$ cat src/bhpq_pkg.sv
// Package for the binary min-heap priority queue.
// Holds the command and result beat types and the operation and status codes.
// Depends on nothing.
`default_nettype none

package bhpq_pkg;

    localparam logic KIND_INSERT = 1'b0;
    localparam logic KIND_REMOVE = 1'b1;

    localparam logic [1:0] STATUS_DONE  = 2'd0;
    localparam logic [1:0] STATUS_FULL  = 2'd1;
    localparam logic [1:0] STATUS_EMPTY = 2'd2;

    typedef struct packed {
        logic        kind;
        logic [15:0] entry_key;
        logic [15:0] entry_payload;
    } cmd_t;

    typedef struct packed {
        logic [1:0]  status;
        logic [15:0] out_key;
        logic [15:0] out_payload;
        logic [10:0] entries;
    } result_t;

endpackage

`default_nettype wire

$ cat src/bhpq_ctrl.sv
// Sequencer of the heap: sift up on insert, sift down on remove, one level a cycle.
// Depends on bhpq_pkg; drives the ports of bhpq_store.
`default_nettype none

module bhpq_ctrl
    import bhpq_pkg::*;
#(
    parameter int CAPACITY     = 1024,
    parameter int KEY_BITS     = 16,
    parameter int PAYLOAD_BITS = 16,
    parameter int AW           = 10,
    parameter int CW           = 11,
    parameter int EW           = 32
) (
    input  wire logic          clk,
    input  wire logic          rst_n,
    input  wire logic          start,
    output logic               busy,
    input  wire cmd_t          cmd,
    output logic               done,
    output result_t            result,
    input  wire logic          cfg_valid,
    output logic               cfg_ready,
    input  wire logic          cfg_data,
    output logic               wr_en,
    output logic      [AW-1:0] wr_addr,
    output logic      [EW-1:0] wr_data,
    output logic      [AW-1:0] rd_a_addr,
    output logic      [AW-1:0] rd_b_addr,
    input  wire logic [EW-1:0] rd_a_data,
    input  wire logic [EW-1:0] rd_b_data
);

    typedef enum logic [2:0] {
        S_IDLE,
        S_UP,
        S_ROOT,
        S_DOWN,
        S_FIN
    } state_t;

    state_t                state_reg, state_next;
    logic [AW-1:0]         pos_reg, pos_next;
    logic [EW-1:0]         cur_reg, cur_next;
    logic [KEY_BITS-1:0]   okey_reg, okey_next;
    logic [PAYLOAD_BITS-1:0] opay_reg, opay_next;
    logic                  ins_reg, ins_next;
    logic [CW-1:0]         count_reg, count_next;
    logic                  key_signed_reg, key_signed_next;
    logic                  done_reg, done_next;
    result_t               result_reg, result_next;

    logic [AW-1:0]         par_w;
    logic [AW+1:0]         l_ix;
    logic [AW+1:0]         r_ix;
    logic [AW+1:0]         nl_ix;
    logic [AW-1:0]         c_ix;
    logic                  take_r;
    logic [EW-1:0]         child;
    logic [CW-1:0]         n_left;

    function automatic logic key_less(input logic [KEY_BITS-1:0] a,
                                      input logic [KEY_BITS-1:0] b,
                                      input logic sgn);
        logic [KEY_BITS-1:0] fa;
        logic [KEY_BITS-1:0] fb;
        fa = a;
        fb = b;
        fa[KEY_BITS-1] = a[KEY_BITS-1] ^ sgn;
        fb[KEY_BITS-1] = b[KEY_BITS-1] ^ sgn;
        return fa < fb;
    endfunction

    function automatic logic [KEY_BITS-1:0] key_of(input logic [EW-1:0] e);
        return e[EW-1 -: KEY_BITS];
    endfunction

    assign busy      = (state_reg != S_IDLE);
    assign cfg_ready = (state_reg == S_IDLE);
    assign done      = done_reg;
    assign result    = result_reg;

    always_comb
    begin
        state_next      = state_reg;
        pos_next        = pos_reg;
        cur_next        = cur_reg;
        okey_next       = okey_reg;
        opay_next       = opay_reg;
        ins_next        = ins_reg;
        count_next      = count_reg;
        key_signed_next = key_signed_reg;
        done_next       = 1'b0;
        result_next     = result_reg;
        wr_en           = 1'b0;
        wr_addr         = pos_reg;
        wr_data         = cur_reg;
        rd_a_addr       = '0;
        rd_b_addr       = '0;

        par_w  = (pos_reg - AW'(1)) >> 1;
        l_ix   = {1'b0, pos_reg, 1'b1};
        r_ix   = l_ix + (AW+2)'(1);
        take_r = (r_ix < (AW+2)'(count_reg))
                 && key_less(key_of(rd_b_data), key_of(rd_a_data), key_signed_reg);
        child  = take_r ? rd_b_data : rd_a_data;
        c_ix   = take_r ? AW'(r_ix) : AW'(l_ix);
        nl_ix  = {1'b0, c_ix, 1'b1};
        n_left = count_reg - CW'(1);

        if (cfg_valid && cfg_ready)
        begin
            key_signed_next = cfg_data;
        end

        unique case (state_reg)
            S_IDLE:
            begin
                if (start)
                begin
                    ins_next  = (cmd.kind == KIND_INSERT);
                    okey_next = '0;
                    opay_next = '0;
                    if (cmd.kind == KIND_INSERT)
                    begin
                        cur_next = {KEY_BITS'(cmd.entry_key), PAYLOAD_BITS'(cmd.entry_payload)};
                        pos_next = AW'(count_reg);
                        if (count_reg == CW'(CAPACITY))
                        begin
                            done_next   = 1'b1;
                            result_next = '{STATUS_FULL, 16'd0, 16'd0, 11'(count_reg)};
                        end
                        else if (count_reg == '0)
                        begin
                            state_next = S_FIN;
                        end
                        else
                        begin
                            rd_a_addr  = (AW'(count_reg) - AW'(1)) >> 1;
                            state_next = S_UP;
                        end
                    end
                    else
                    begin
                        if (count_reg == '0)
                        begin
                            done_next   = 1'b1;
                            result_next = '{STATUS_EMPTY, 16'd0, 16'd0, 11'(count_reg)};
                        end
                        else
                        begin
                            rd_a_addr  = '0;
                            rd_b_addr  = AW'(n_left);
                            state_next = S_ROOT;
                        end
                    end
                end
            end

            S_UP:
            begin
                if (key_less(key_of(cur_reg), key_of(rd_a_data), key_signed_reg))
                begin
                    wr_en    = 1'b1;
                    wr_addr  = pos_reg;
                    wr_data  = rd_a_data;
                    pos_next = par_w;
                    if (par_w == '0)
                    begin
                        state_next = S_FIN;
                    end
                    else
                    begin
                        rd_a_addr = (par_w - AW'(1)) >> 1;
                    end
                end
                else
                begin
                    state_next = S_FIN;
                end
            end

            S_ROOT:
            begin
                okey_next  = key_of(rd_a_data);
                opay_next  = rd_a_data[PAYLOAD_BITS-1:0];
                cur_next   = rd_b_data;
                count_next = n_left;
                pos_next   = '0;
                if (n_left > CW'(1))
                begin
                    rd_a_addr  = AW'(1);
                    rd_b_addr  = AW'(2);
                    state_next = S_DOWN;
                end
                else
                begin
                    state_next = S_FIN;
                end
            end

            S_DOWN:
            begin
                if (key_less(key_of(cur_reg), key_of(child), key_signed_reg))
                begin
                    state_next = S_FIN;
                end
                else
                begin
                    wr_en    = 1'b1;
                    wr_addr  = pos_reg;
                    wr_data  = child;
                    pos_next = c_ix;
                    if (nl_ix < (AW+2)'(count_reg))
                    begin
                        rd_a_addr = AW'(nl_ix);
                        rd_b_addr = AW'(nl_ix + (AW+2)'(1));
                    end
                    else
                    begin
                        state_next = S_FIN;
                    end
                end
            end

            S_FIN:
            begin
                wr_en      = 1'b1;
                wr_addr    = pos_reg;
                wr_data    = cur_reg;
                state_next = S_IDLE;
                done_next  = 1'b1;
                if (ins_reg)
                begin
                    count_next = count_reg + CW'(1);
                end
                result_next = '{STATUS_DONE, 16'(okey_reg), 16'(opay_reg), 11'(count_next)};
            end

            default:
            begin
                state_next = S_IDLE;
            end
        endcase
    end

    always_ff @(posedge clk or negedge rst_n)
    begin
        if (!rst_n)
        begin
            state_reg      <= S_IDLE;
            pos_reg        <= '0;
            cur_reg        <= '0;
            okey_reg       <= '0;
            opay_reg       <= '0;
            ins_reg        <= 1'b0;
            count_reg      <= '0;
            key_signed_reg <= 1'b0;
            done_reg       <= 1'b0;
            result_reg     <= '0;
        end
        else
        begin
            state_reg      <= state_next;
            pos_reg        <= pos_next;
            cur_reg        <= cur_next;
            okey_reg       <= okey_next;
            opay_reg       <= opay_next;
            ins_reg        <= ins_next;
            count_reg      <= count_next;
            key_signed_reg <= key_signed_next;
            done_reg       <= done_next;
            result_reg     <= result_next;
        end
    end

endmodule

`default_nettype wire

$ cat config.mk
export PLATFORM = sky130hd
export DESIGN_NAME = bhpq_ctrl
export DESIGN_NICKNAME = d
export VERILOG_FILES = /design/src/bhpq_pkg.sv /design/src/bhpq_ctrl.sv
export SDC_FILE = /design/constraint.sdc
export NUM_CORES = 1
export LEC_CHECK = 0
export BUFFER_PORTS_ARGS = -buffer_cell sky130_fd_sc_hd__buf_2
export CAP_MARGIN = 20
export CORE_MARGIN = 10
export CORE_UTILIZATION = 60
export CTS_BUF_LIST = sky130_fd_sc_hd__clkbuf_2
export DETAILED_ROUTE_END_ITERATION = 6
export PLACE_DENSITY_LB_ADDON = 0.1
export SYNTH_ARGS = -nofsm -noshare
export SYNTH_HDL_FRONTEND = slang
export SYNTH_SLANG_ARGS = --single-unit
export TNS_END_PERCENT = 10
$ cat constraint.sdc
create_clock -name clk -period 11.54 [get_ports clk]
set_input_delay 1.154 -clock clk [delete_from_list [all_inputs] [get_ports clk]]
set_output_delay 1.154 -clock clk [all_outputs]
set_load 0.05 [all_outputs]
==> run metrics, run 1 <==
status finished, final reports clean; worst r2r dst state_reg[2]; Hold Fails Final Rpt 0; largest net degree at the start of global routing 85; final hold slack 0.385 ns; first-pass GRT wire length 49100 um; worst skew pair latency 0.76 ns; Async S/R FF share, synth 100%; max reg flops 45; most common flop cell mapped by yosys dfrtp_1; Area growth, synth to finish 14.2%; Total GRT Usage 28.3%; via count of the first global-routing pass 8948; Clock Sinks 136; Layout Utilization 69.2%; overall routed net length 31300 um; CTS Buffer Depth 2; worst vdd ir 0.209 mV; Synth area leaders dfrtp_1 36%, ha_1 9.0%, nand2_1 5.3%, xnor2_1 5.2%, o21ai_0 4.0%; Initial Util 60.6%; post-DR wirelength/cell 20.9 um; Clock Skew 0.0543 ns; Syn Inst Count 1091; multi-input logic area 5650 um2; Slew headroom 29.2%; Unique masters post-synth 79; Hold WC Path Type primary input to async pin; Die W 146 um; Mean Syn Cell Area 8.76 um2; Die H 146 um; syn nets 1262; Reg2Reg Setup Slack 4.96 ns; Seq/Total Area, Yosys 35.6%; Final WS setup 2.69 ns; postcts setup bufs 0; Clock Pin Slew Worst Setup and Hold Paths 0.27 ns; Core Area 15800 um2; Port Buffers 212; crit path kind flop to output pin; Filler cells 1399; Layout Nets 1437; post-synth top area cell dfrtp_1; area share of the largest cell type after synthesis 35.6%; Max Fanout on Critical Path 35; power per cell area 336 nW/um2; initial antenna violation count 2; DRC errors left 0; DR iter-0 viols 896; Root Driver clkbuf_2; FF-to-FF Start pos_reg[2]; CTS tree yes; Via density 6.12; post-route setup TNS 0 ns; most common cell after layout, fill and taps aside buf_2; DP HPWL 23900 um; ratio of cells with drive above 1 in the final layout 22.9%; Pre-antenna DRT Iters 5; die area 21400 um2; final worst-path cycle share 76.6%; FMAX 0.113 GHz; Crit path arrival time 7.69 ns; CP endpoint kind output pin; #FFs+latches synth 136; synth warn 0; post-cts repair resize count 0; most frequent cells in the layout 211 x buf_2, 136 x dfrtp_1, 134 x nand2_1; Period minus WS final 8.85 ns; ANT nets after route 0; I/O pin total 213; Final setup violation count 0; Final GP Congestion 1.03; total gr overflow 0; site row count 46; RSZ-0062 raised after global routing false; max cap viols 0; static leakage 5.55 nW; vias 9159; worst-margin pin slew 1.06 ns; Post-synth EDFFs 0; FF-to-FF path depth 23; Sequential Area 3400 um2; CP Data Required Time 10.39 ns; htree depth 4; synthesized cell area 9560 um2; Slew Limit Fails 0; Inserted Clock Buffers 17; pre-CTS setup slack 3.70 ns; crit path launch type flop; CTS Hold Bufs 0
[worst max-delay path, cell delays in order (launching register included)]
cell	delay [ns]
dfrtp_1	0.59
inv_1	0.17
nor3_1	0.44
nand3_1	0.27
nor3_1	0.38
nand3_1	0.14
xnor2_1	0.15
ha_1	0.30
and4_1	0.20
nand4_1	0.08
a21o_1	0.11
nand3_1	0.35
nor2_8	0.54
nor2_1	0.07
a21oi_1	0.18
ha_1	0.27
a21oi_1	0.15
a2bb2oi_1	0.16
o211ai_1	0.10
a2111o_1	0.44
a21oi_1	0.24
o21a_1	0.66
nor2_8	0.16
a22oi_1	0.34
o21ai_0	0.15
buf_2	0.24
[through the flow]
| stage | area, um2 | power [W] | std cells |
|---|---|---|---|
| after global routing | 10900 | 0.00390 | 1497 |
| final | 10900 | 0.00367 | 1497 |
| after CTS | 10900 | 0.00365 | 1495 |
| after detailed placement | 10700 | 0.00337 | 1463 |
| after global placement | 10700 | 0.00335 | 1463 |
| after floorplan | 9560 | 0.00274 | 1091 |
[logic make-up after synthesis]
| group | synth area share [%] |
|---|---|
| and+or+nand+nor | 16.5 |
| AOI/OAI and AO/OA | 22.3 |
| DFF | 35.6 |
| buffers and inverters | 5.51 |
| adders and majority gates | 9.26 |
| xor gates and xnor gates | 5.96 |
| muxes | 4.92 |
[per-layer routing]
metal,vias up,wire [um],track usage [%]
li1,4267,-,-
met1,4365,13600,37.8
met2,459,14300,44.8
met3,68,2550,5.19
met4,0,820,10.2
met5,-,0,0
[power breakdown]
group          switching [W]  internal (W)  leakage [nW]
Clock               0.000209     0.0000656         0.130
Sequential          0.000224      0.000673          1.74
Combinational        0.00175      0.000744          3.68
[worst max path at each step]
stage | start | endpoint | slack, ns
detailed placement | pos_reg[2] | wr_data[6] | 3.70
global placement | pos_reg[2] | wr_data[6] | 3.83
CTS | pos_reg[2] | wr_data[6] | 2.79
floorplan | pos_reg[2] | wr_data[0] | 3.89
finish | pos_reg[2] | wr_data[6] | 2.69
global route | pos_reg[2] | wr_data[6] | 2.20
[Yosys cell counts (8+ instances only)]
library cell / number
nor3_1: 20
a22o_1: 35
ha_1: 69
a21o_1: 8
nand3_1: 54
a221o_1: 14
mux2i_1: 38
inv_1: 57
o21ai_0: 77
o21ai_1: 28
buf_2: 8
nand2_1: 136
a22oi_1: 22
clkbuf_1: 43
xor2_1: 8
nand4_1: 13
xnor2_1: 57
nor2_1: 72
buf_1: 8
a21oi_1: 55
dfrtp_1: 136
[cell type report]
cell class,count,share of cell area [%]
timing repair buffer,222,10.5
tap,216,2.48
sequential,136,31.2
clock buffer,17,0.779
multi-input combinational,828,51.7
clock inverter,15,1.20
antenna,2,0.0458
inverter,61,2.12
Power figures use the tool's default switching activity.
==> run 2: changes to the inputs <==
Settings changed: CORE_UTILIZATION 60 to 57.
Clock period 11.54 ns to 8.2 ns, I/O delays scaled along.
==> run metrics, run 2 (synthesized netlist as in run 1, its figures left out) <==
status finished, final reports clean; Final GP Congestion 0.987 (-4.1%); Clock Skew 0.0506 ns (-0.00373 ns); Worst Setup SP pos_reg[2]; htree depth 4 (unchanged); CTS Hold Bufs 0 (unchanged); static leakage 5.59 nW (+0.79%); DP HPWL 24200 um (+1.5%); Port Buffers 212 (unchanged); Final setup violation count 0 (unchanged); DR iter-0 viols 858 (-4.2%); Via density 6.08 (-0.61%); FF-to-FF Start pos_reg[2]; Total GRT Usage 27.6% (-0.68 points); max cap viols 0 (unchanged); Hold Fails Final Rpt 0 (unchanged); pre-CTS setup slack 0.748 ns (-2.95 ns); overall routed net length 31800 um (+1.5%); final worst-path cycle share 93.6%; power per cell area 476 nW/um2 (+42%); site row count 47 (+2.2%); worst stage delay on the critical path 0.53 ns (-0.13 ns); first-pass GRT wire length 48900 um (-0.39%); most common cell after layout, fill and taps aside buf_2; Die H 149 um (+2.2%); Period minus WS final 7.67 ns; largest net degree at the start of global routing 85 (unchanged); Max Fanout on Critical Path 29 (-17%); critical path's slowest cell dfrtp_2; crit path kind flop to output pin; Pre-antenna DRT Iters 5 (unchanged); worst vdd ir 0.270 mV (+29%); worst-margin pin slew 1.06 ns (+0.00526 ns); Final WS setup 0.528 ns (-2.17 ns); FMAX 0.130 GHz; Core Area 16500 um2 (+4.8%); ratio of cells with drive above 1 in the final layout 23.6% (+0.65 points); Area growth, synth to finish 15.3%; Die W 149 um (+2.2%); DRC errors left 0 (unchanged); CTS tree yes; initial antenna violation count 1 (-1); vias 9140 (-0.21%); most frequent cells in the layout 211 x buf_2, 135 x dfrtp_1, 133 x nand2_1; Crit path arrival time 6.85 ns (-0.84 ns); I/O pin total 213 (unchanged); max reg flops 45 (unchanged); Hold WC Path Type primary input to async pin; total gr overflow 0 (unchanged); Slew Limit Fails 0 (unchanged); Clock Pin Slew Worst Setup and Hold Paths 0.25 ns (-0.02 ns); Root Driver clkbuf_2; Initial Util 57.8% (-2.8 points); Most Frequent Cell on Critical Path a21oi_1; Layout Nets 1441 (+0.28%); RSZ-0062 raised after global routing false; Slew headroom 29.1% (-0.10 points); Inserted Clock Buffers 17 (unchanged); crit path launch type flop; Clock Sinks 136 (unchanged); CP Data Required Time 7.38 ns (-3.01 ns); CP endpoint kind output pin; CTS Buffer Depth 2 (unchanged); post-route setup TNS 0 ns (unchanged); post-DR wirelength/cell 21.1 um (+1.1%); via count of the first global-routing pass 8808 (-1.6%); ANT nets after route 0 (unchanged); die area 22300 um2 (+4.5%); worst skew pair latency 0.74 ns (-0.02 ns)
## run 2: cell count changes in the layout (fill, tap and decap cells not counted), sizes merged
cell	before	now
inv	68	63
buf	222	225
bufinv	0	3
clkinvlp	2	3
diode	2	1
nor2	75	76
## run 2: per-stage QoR
| stage | hold WS [ns] | utilization (%) | std cells | cell area [um2] | total power (W) |
|---|---|---|---|---|---|
| 2_1_floorplan | 0.450 | - | 1091 | 9560 | 0.00386 |
| 3_5_place_dp | 0.463 | 64.9 | 1469 | 10700 | 0.00476 |
| 6_report | 0.0787 | 66.7 | 1503 | 11000 | 0.00524 |
| 5_1_grt | 0.0678 | 66.7 | 1503 | 11000 | 0.00558 |
| 4_1_cts | 0.0546 | 66.4 | 1500 | 11000 | 0.00521 |
| 3_3_place_gp | 0.458 | 64.9 | 1469 | 10700 | 0.00472 |
## run 2: final timing paths
check,depth (start not counted),slack [ns],endpoint
max in group asynchronous,2,6.80,cur_reg[4]
setup / recovery,26,0.53,wr_data[3]
hold reg to reg,2,0.50,result[44]
min in group clk,3,0.29,opay_reg[9]
hold / removal,1,0.08,opay_reg[10]
setup reg to reg,23,2.37,state_reg[2]
## run 2: final cells by class
type	count	area, um2
clock buffers	17	85.1
diodes	1	2.50
repair buffers	225	1170
inverters	61	231
flip-flops and latches	136	3400
multi-input cells	829	5670
fillers	1444	5510
clock inverters	14	173
well taps	220	275
## run 2: critical path, delay by kind of cell (launching register included)
| family | cells | cell delay, ns |
|---|---|---|
| and+or+nand+nor | 10 | 2.29 |
| xor gates and xnor gates | 1 | 0.15 |
| AOI/OAI and AO/OA | 10 | 1.81 |
| buffers and inverters | 3 | 0.73 |
| adders and majority gates | 2 | 0.57 |
| DFF | 1 | 0.53 |
## run 2: timing repair
| action | CTS | global route |
|---|---|---|
| setup buffers | 0 | 1 |
| cloned | 0 | 1 |
| pin swaps | 0 | 2 |
| setup endpoints to repair | 15 | 52 |
| resized for setup | 2 | 4 |
## run 2: layer usage
metal / vias up / wire, um / GRT usage (%) / share of wire, %
li1: 4273 / - / - / -
met5: - / 0 / 0 / 0
met4: 0 / 857 / 9.42 / 2.7
met3: 56 / 2720 / 5.68 / 8.5
met2: 446 / 14600 / 42.8 / 46
met1: 4365 / 13600 / 37.5 / 43
## run 2: report_power, final
group | switching, W | internal (W) | total (W)
Combinational | 0.00250 | 0.00106 | 0.00356
Clock | 0.000273 | 0.000172 | 0.000445
Sequential | 0.000292 | 0.000948 | 0.00124
==> run 3: changes to the inputs <==
Settings changed: CORE_MARGIN 10 to unset, SLEW_MARGIN set to 20.
==> run metrics, run 3 (synthesized netlist as in run 1, its figures left out) <==
site row count 46 (-2.1%); CP endpoint kind output pin; Slew headroom 26.8% (-2.4 points); DR iter-0 viols 978 (+14%); htree depth 4 (unchanged); most frequent cells in the layout 211 x buf_2, 135 x dfrtp_1, 133 x nand2_1; DP HPWL 22200 um (-8.5%); Root Driver clkbuf_2; Layout Nets 1445 (+0.28%); Clock Sinks 136 (unchanged); post-route setup TNS 0 ns (unchanged); DRC errors left 0 (unchanged); Final setup violation count 0 (unchanged); Pre-antenna DRT Iters 7 (+2); Crit path max-delay family simple AND/OR/NAND/NOR gates; RSZ-0062 raised after global routing false; DP Area 10700 um2 (about the same); max reg flops 45 (unchanged); Design Area, Final 11000 um2 (+0.30%); static leakage 5.61 nW (+0.27%); Max Fanout on Critical Path 14 (-52%); Crit path arrival time 6.87 ns (+0.02 ns); most common cell after layout, fill and taps aside buf_2; vias 9245 (+1.1%); post-DR wirelength/cell 20.1 um (-5.0%); Die H 131 um (-12%); total gr overflow 0 (unchanged); Clock Skew 0.0493 ns (-0.00129 ns); Area growth, synth to finish 15.6%; Die W 131 um (-12%); Period minus WS final 7.69 ns (+0.0140 ns); Hold Fails Final Rpt 0 (unchanged); die area 17300 um2 (-23%); I/O pin total 213 (unchanged); critical path's slowest cell dfrtp_2; Slew Limit Fails 0 (unchanged); Hold WC Path Type primary input to flop; WP buf/inv 4 (+1); worst skew pair latency 0.75 ns (about the same); Total GRT Usage 35.5% (+7.9 points); Inserted Clock Buffers 17 (unchanged); initial antenna violation count 1 (unchanged); Initial Util 59.3% (+1.5 points); Via density 6.15 (+1.1%); worst vdd ir 0.340 mV (+26%); largest net degree at the start of global routing 85 (unchanged); ANT nets after route 0 (unchanged); CP Data Required Time 7.38 ns (about the same); CTS tree yes; Port Buffers 212 (unchanged); ratio of cells with drive above 1 in the final layout 23.9% (+0.30 points); via count of the first global-routing pass 8647 (-1.8%); max cap viols 0 (unchanged); first-pass GRT wire length 47800 um (-2.2%); Layout Utilization 68.5% (+1.9 points); final worst-path cycle share 93.7% (+0.17 points); overall routed net length 30200 um (-4.9%); FMAX 0.130 GHz (-0.18%); status finished, final reports clean; Core Area 16100 um2 (-2.5%); worst stage delay on the critical path 0.54 ns (about the same); Clock Pin Slew Worst Setup and Hold Paths 0.24 ns (about the same); crit path launch type flop; worst-margin pin slew 1.10 ns (+0.0353 ns); Final GP Congestion 1.01 (+2.7%); power per cell area 474 nW/um2 (-0.33%); CTS Buffer Depth 2 (unchanged); crit path kind flop to output pin
==> run 3: cell types whose count changed in the layout (fill, tap and decap cells not counted), sizes merged <==
cell,delta
clkinv,-2
dlygate4sd3,+1
inv,+4
bufinv,-2
clkinvlp,+1
buf,+3
==> run 3: routing by layer <==
layer	share of wire, %	GRT usage (%)
met4	3.2	12.7
met5	0	0
met3	8.5	5.94
met2	45	54.4
met1	43	50.4
==> run 3: worst register-to-register path, cell delays in order (launching register included) <==
cell      delay (ns)
dfrtp_2         0.54
inv_1           0.14
nor3_1          0.38
nand3_1         0.25
nor3_2          0.27
nand3_1         0.13
xnor2_1         0.16
ha_1            0.29
and4_1          0.19
nand4_1         0.09
a21o_1          0.12
nand3_2         0.29
nor2_4          0.44
buf_4           0.19
nor2_1          0.03
a21oi_1         0.18
ha_1            0.26
nand4_1         0.11
o211ai_1        0.11
a2111o_1        0.46
a21oi_1         0.24
o21a_1          0.39
a211oi_4        0.14
nor4_1          0.28
==> run 3: final timing paths <==
| path | start | slack [ns] | endpoint | cells after the start |
|---|---|---|---|---|
| min in group asynchronous | rst_n | 0.56 | result[32] | 2 |
| worst max register to register | pos_reg[2] | 2.45 | state_reg[2] | 23 |
| max in group asynchronous | rst_n | 6.20 | count_reg[4] | 3 |
| worst min-delay path | rd_a_data[11] | 0.28 | opay_reg[11] | 3 |
| worst max-delay path | pos_reg[2] | 0.51 | wr_data[28] | 25 |
| worst min register to register | okey_reg[6] | 0.49 | result[33] | 1 |
==> run 3: timing repair <==
| item | CTS | global route |
|---|---|---|
| cloned | 1 | 0 |
| hold buffers | 1 | 0 |
| gates resized for setup | 0 | 6 |
| endpoints found under the hold margin | 10 | 0 |
| pin swaps | 2 | 0 |
| setup buffers | 3 | 0 |
| endpoints found under the setup margin | 1 | 52 |
==> run 3: report_power, final <==
group / internal [W] / switching, W / total, W
logic: 0.00108 / 0.00250 / 0.00358
clock network: 0.000121 / 0.000291 / 0.000412
registers: 0.000947 / 0.000302 / 0.00125
==> run 3: layout make-up <==
type | instances | area, um2
inverter | 61 | 231
tap | 216 | 270
sequential | 136 | 3400
fill | 1378 | 5070
multi-input combinational | 829 | 5680
clock inverter | 15 | 155
antenna | 1 | 2.50
timing repair buffer | 229 | 1210
clock buffer | 17 | 85.1
==> run 3: metrics by stage <==
step	power, W	cells	hold slack [ns]	setup WS (ns)
4_1_cts	0.00519	1503	0.235	0.0315
3_3_place_gp	0.00472	1466	0.455	1.09
6_report	0.00524	1504	0.284	0.514
2_1_floorplan	0.00386	1091	0.450	0.886
3_5_place_dp	0.00475	1466	0.466	0.846
5_1_grt	0.00555	1504	0.222	0.0310
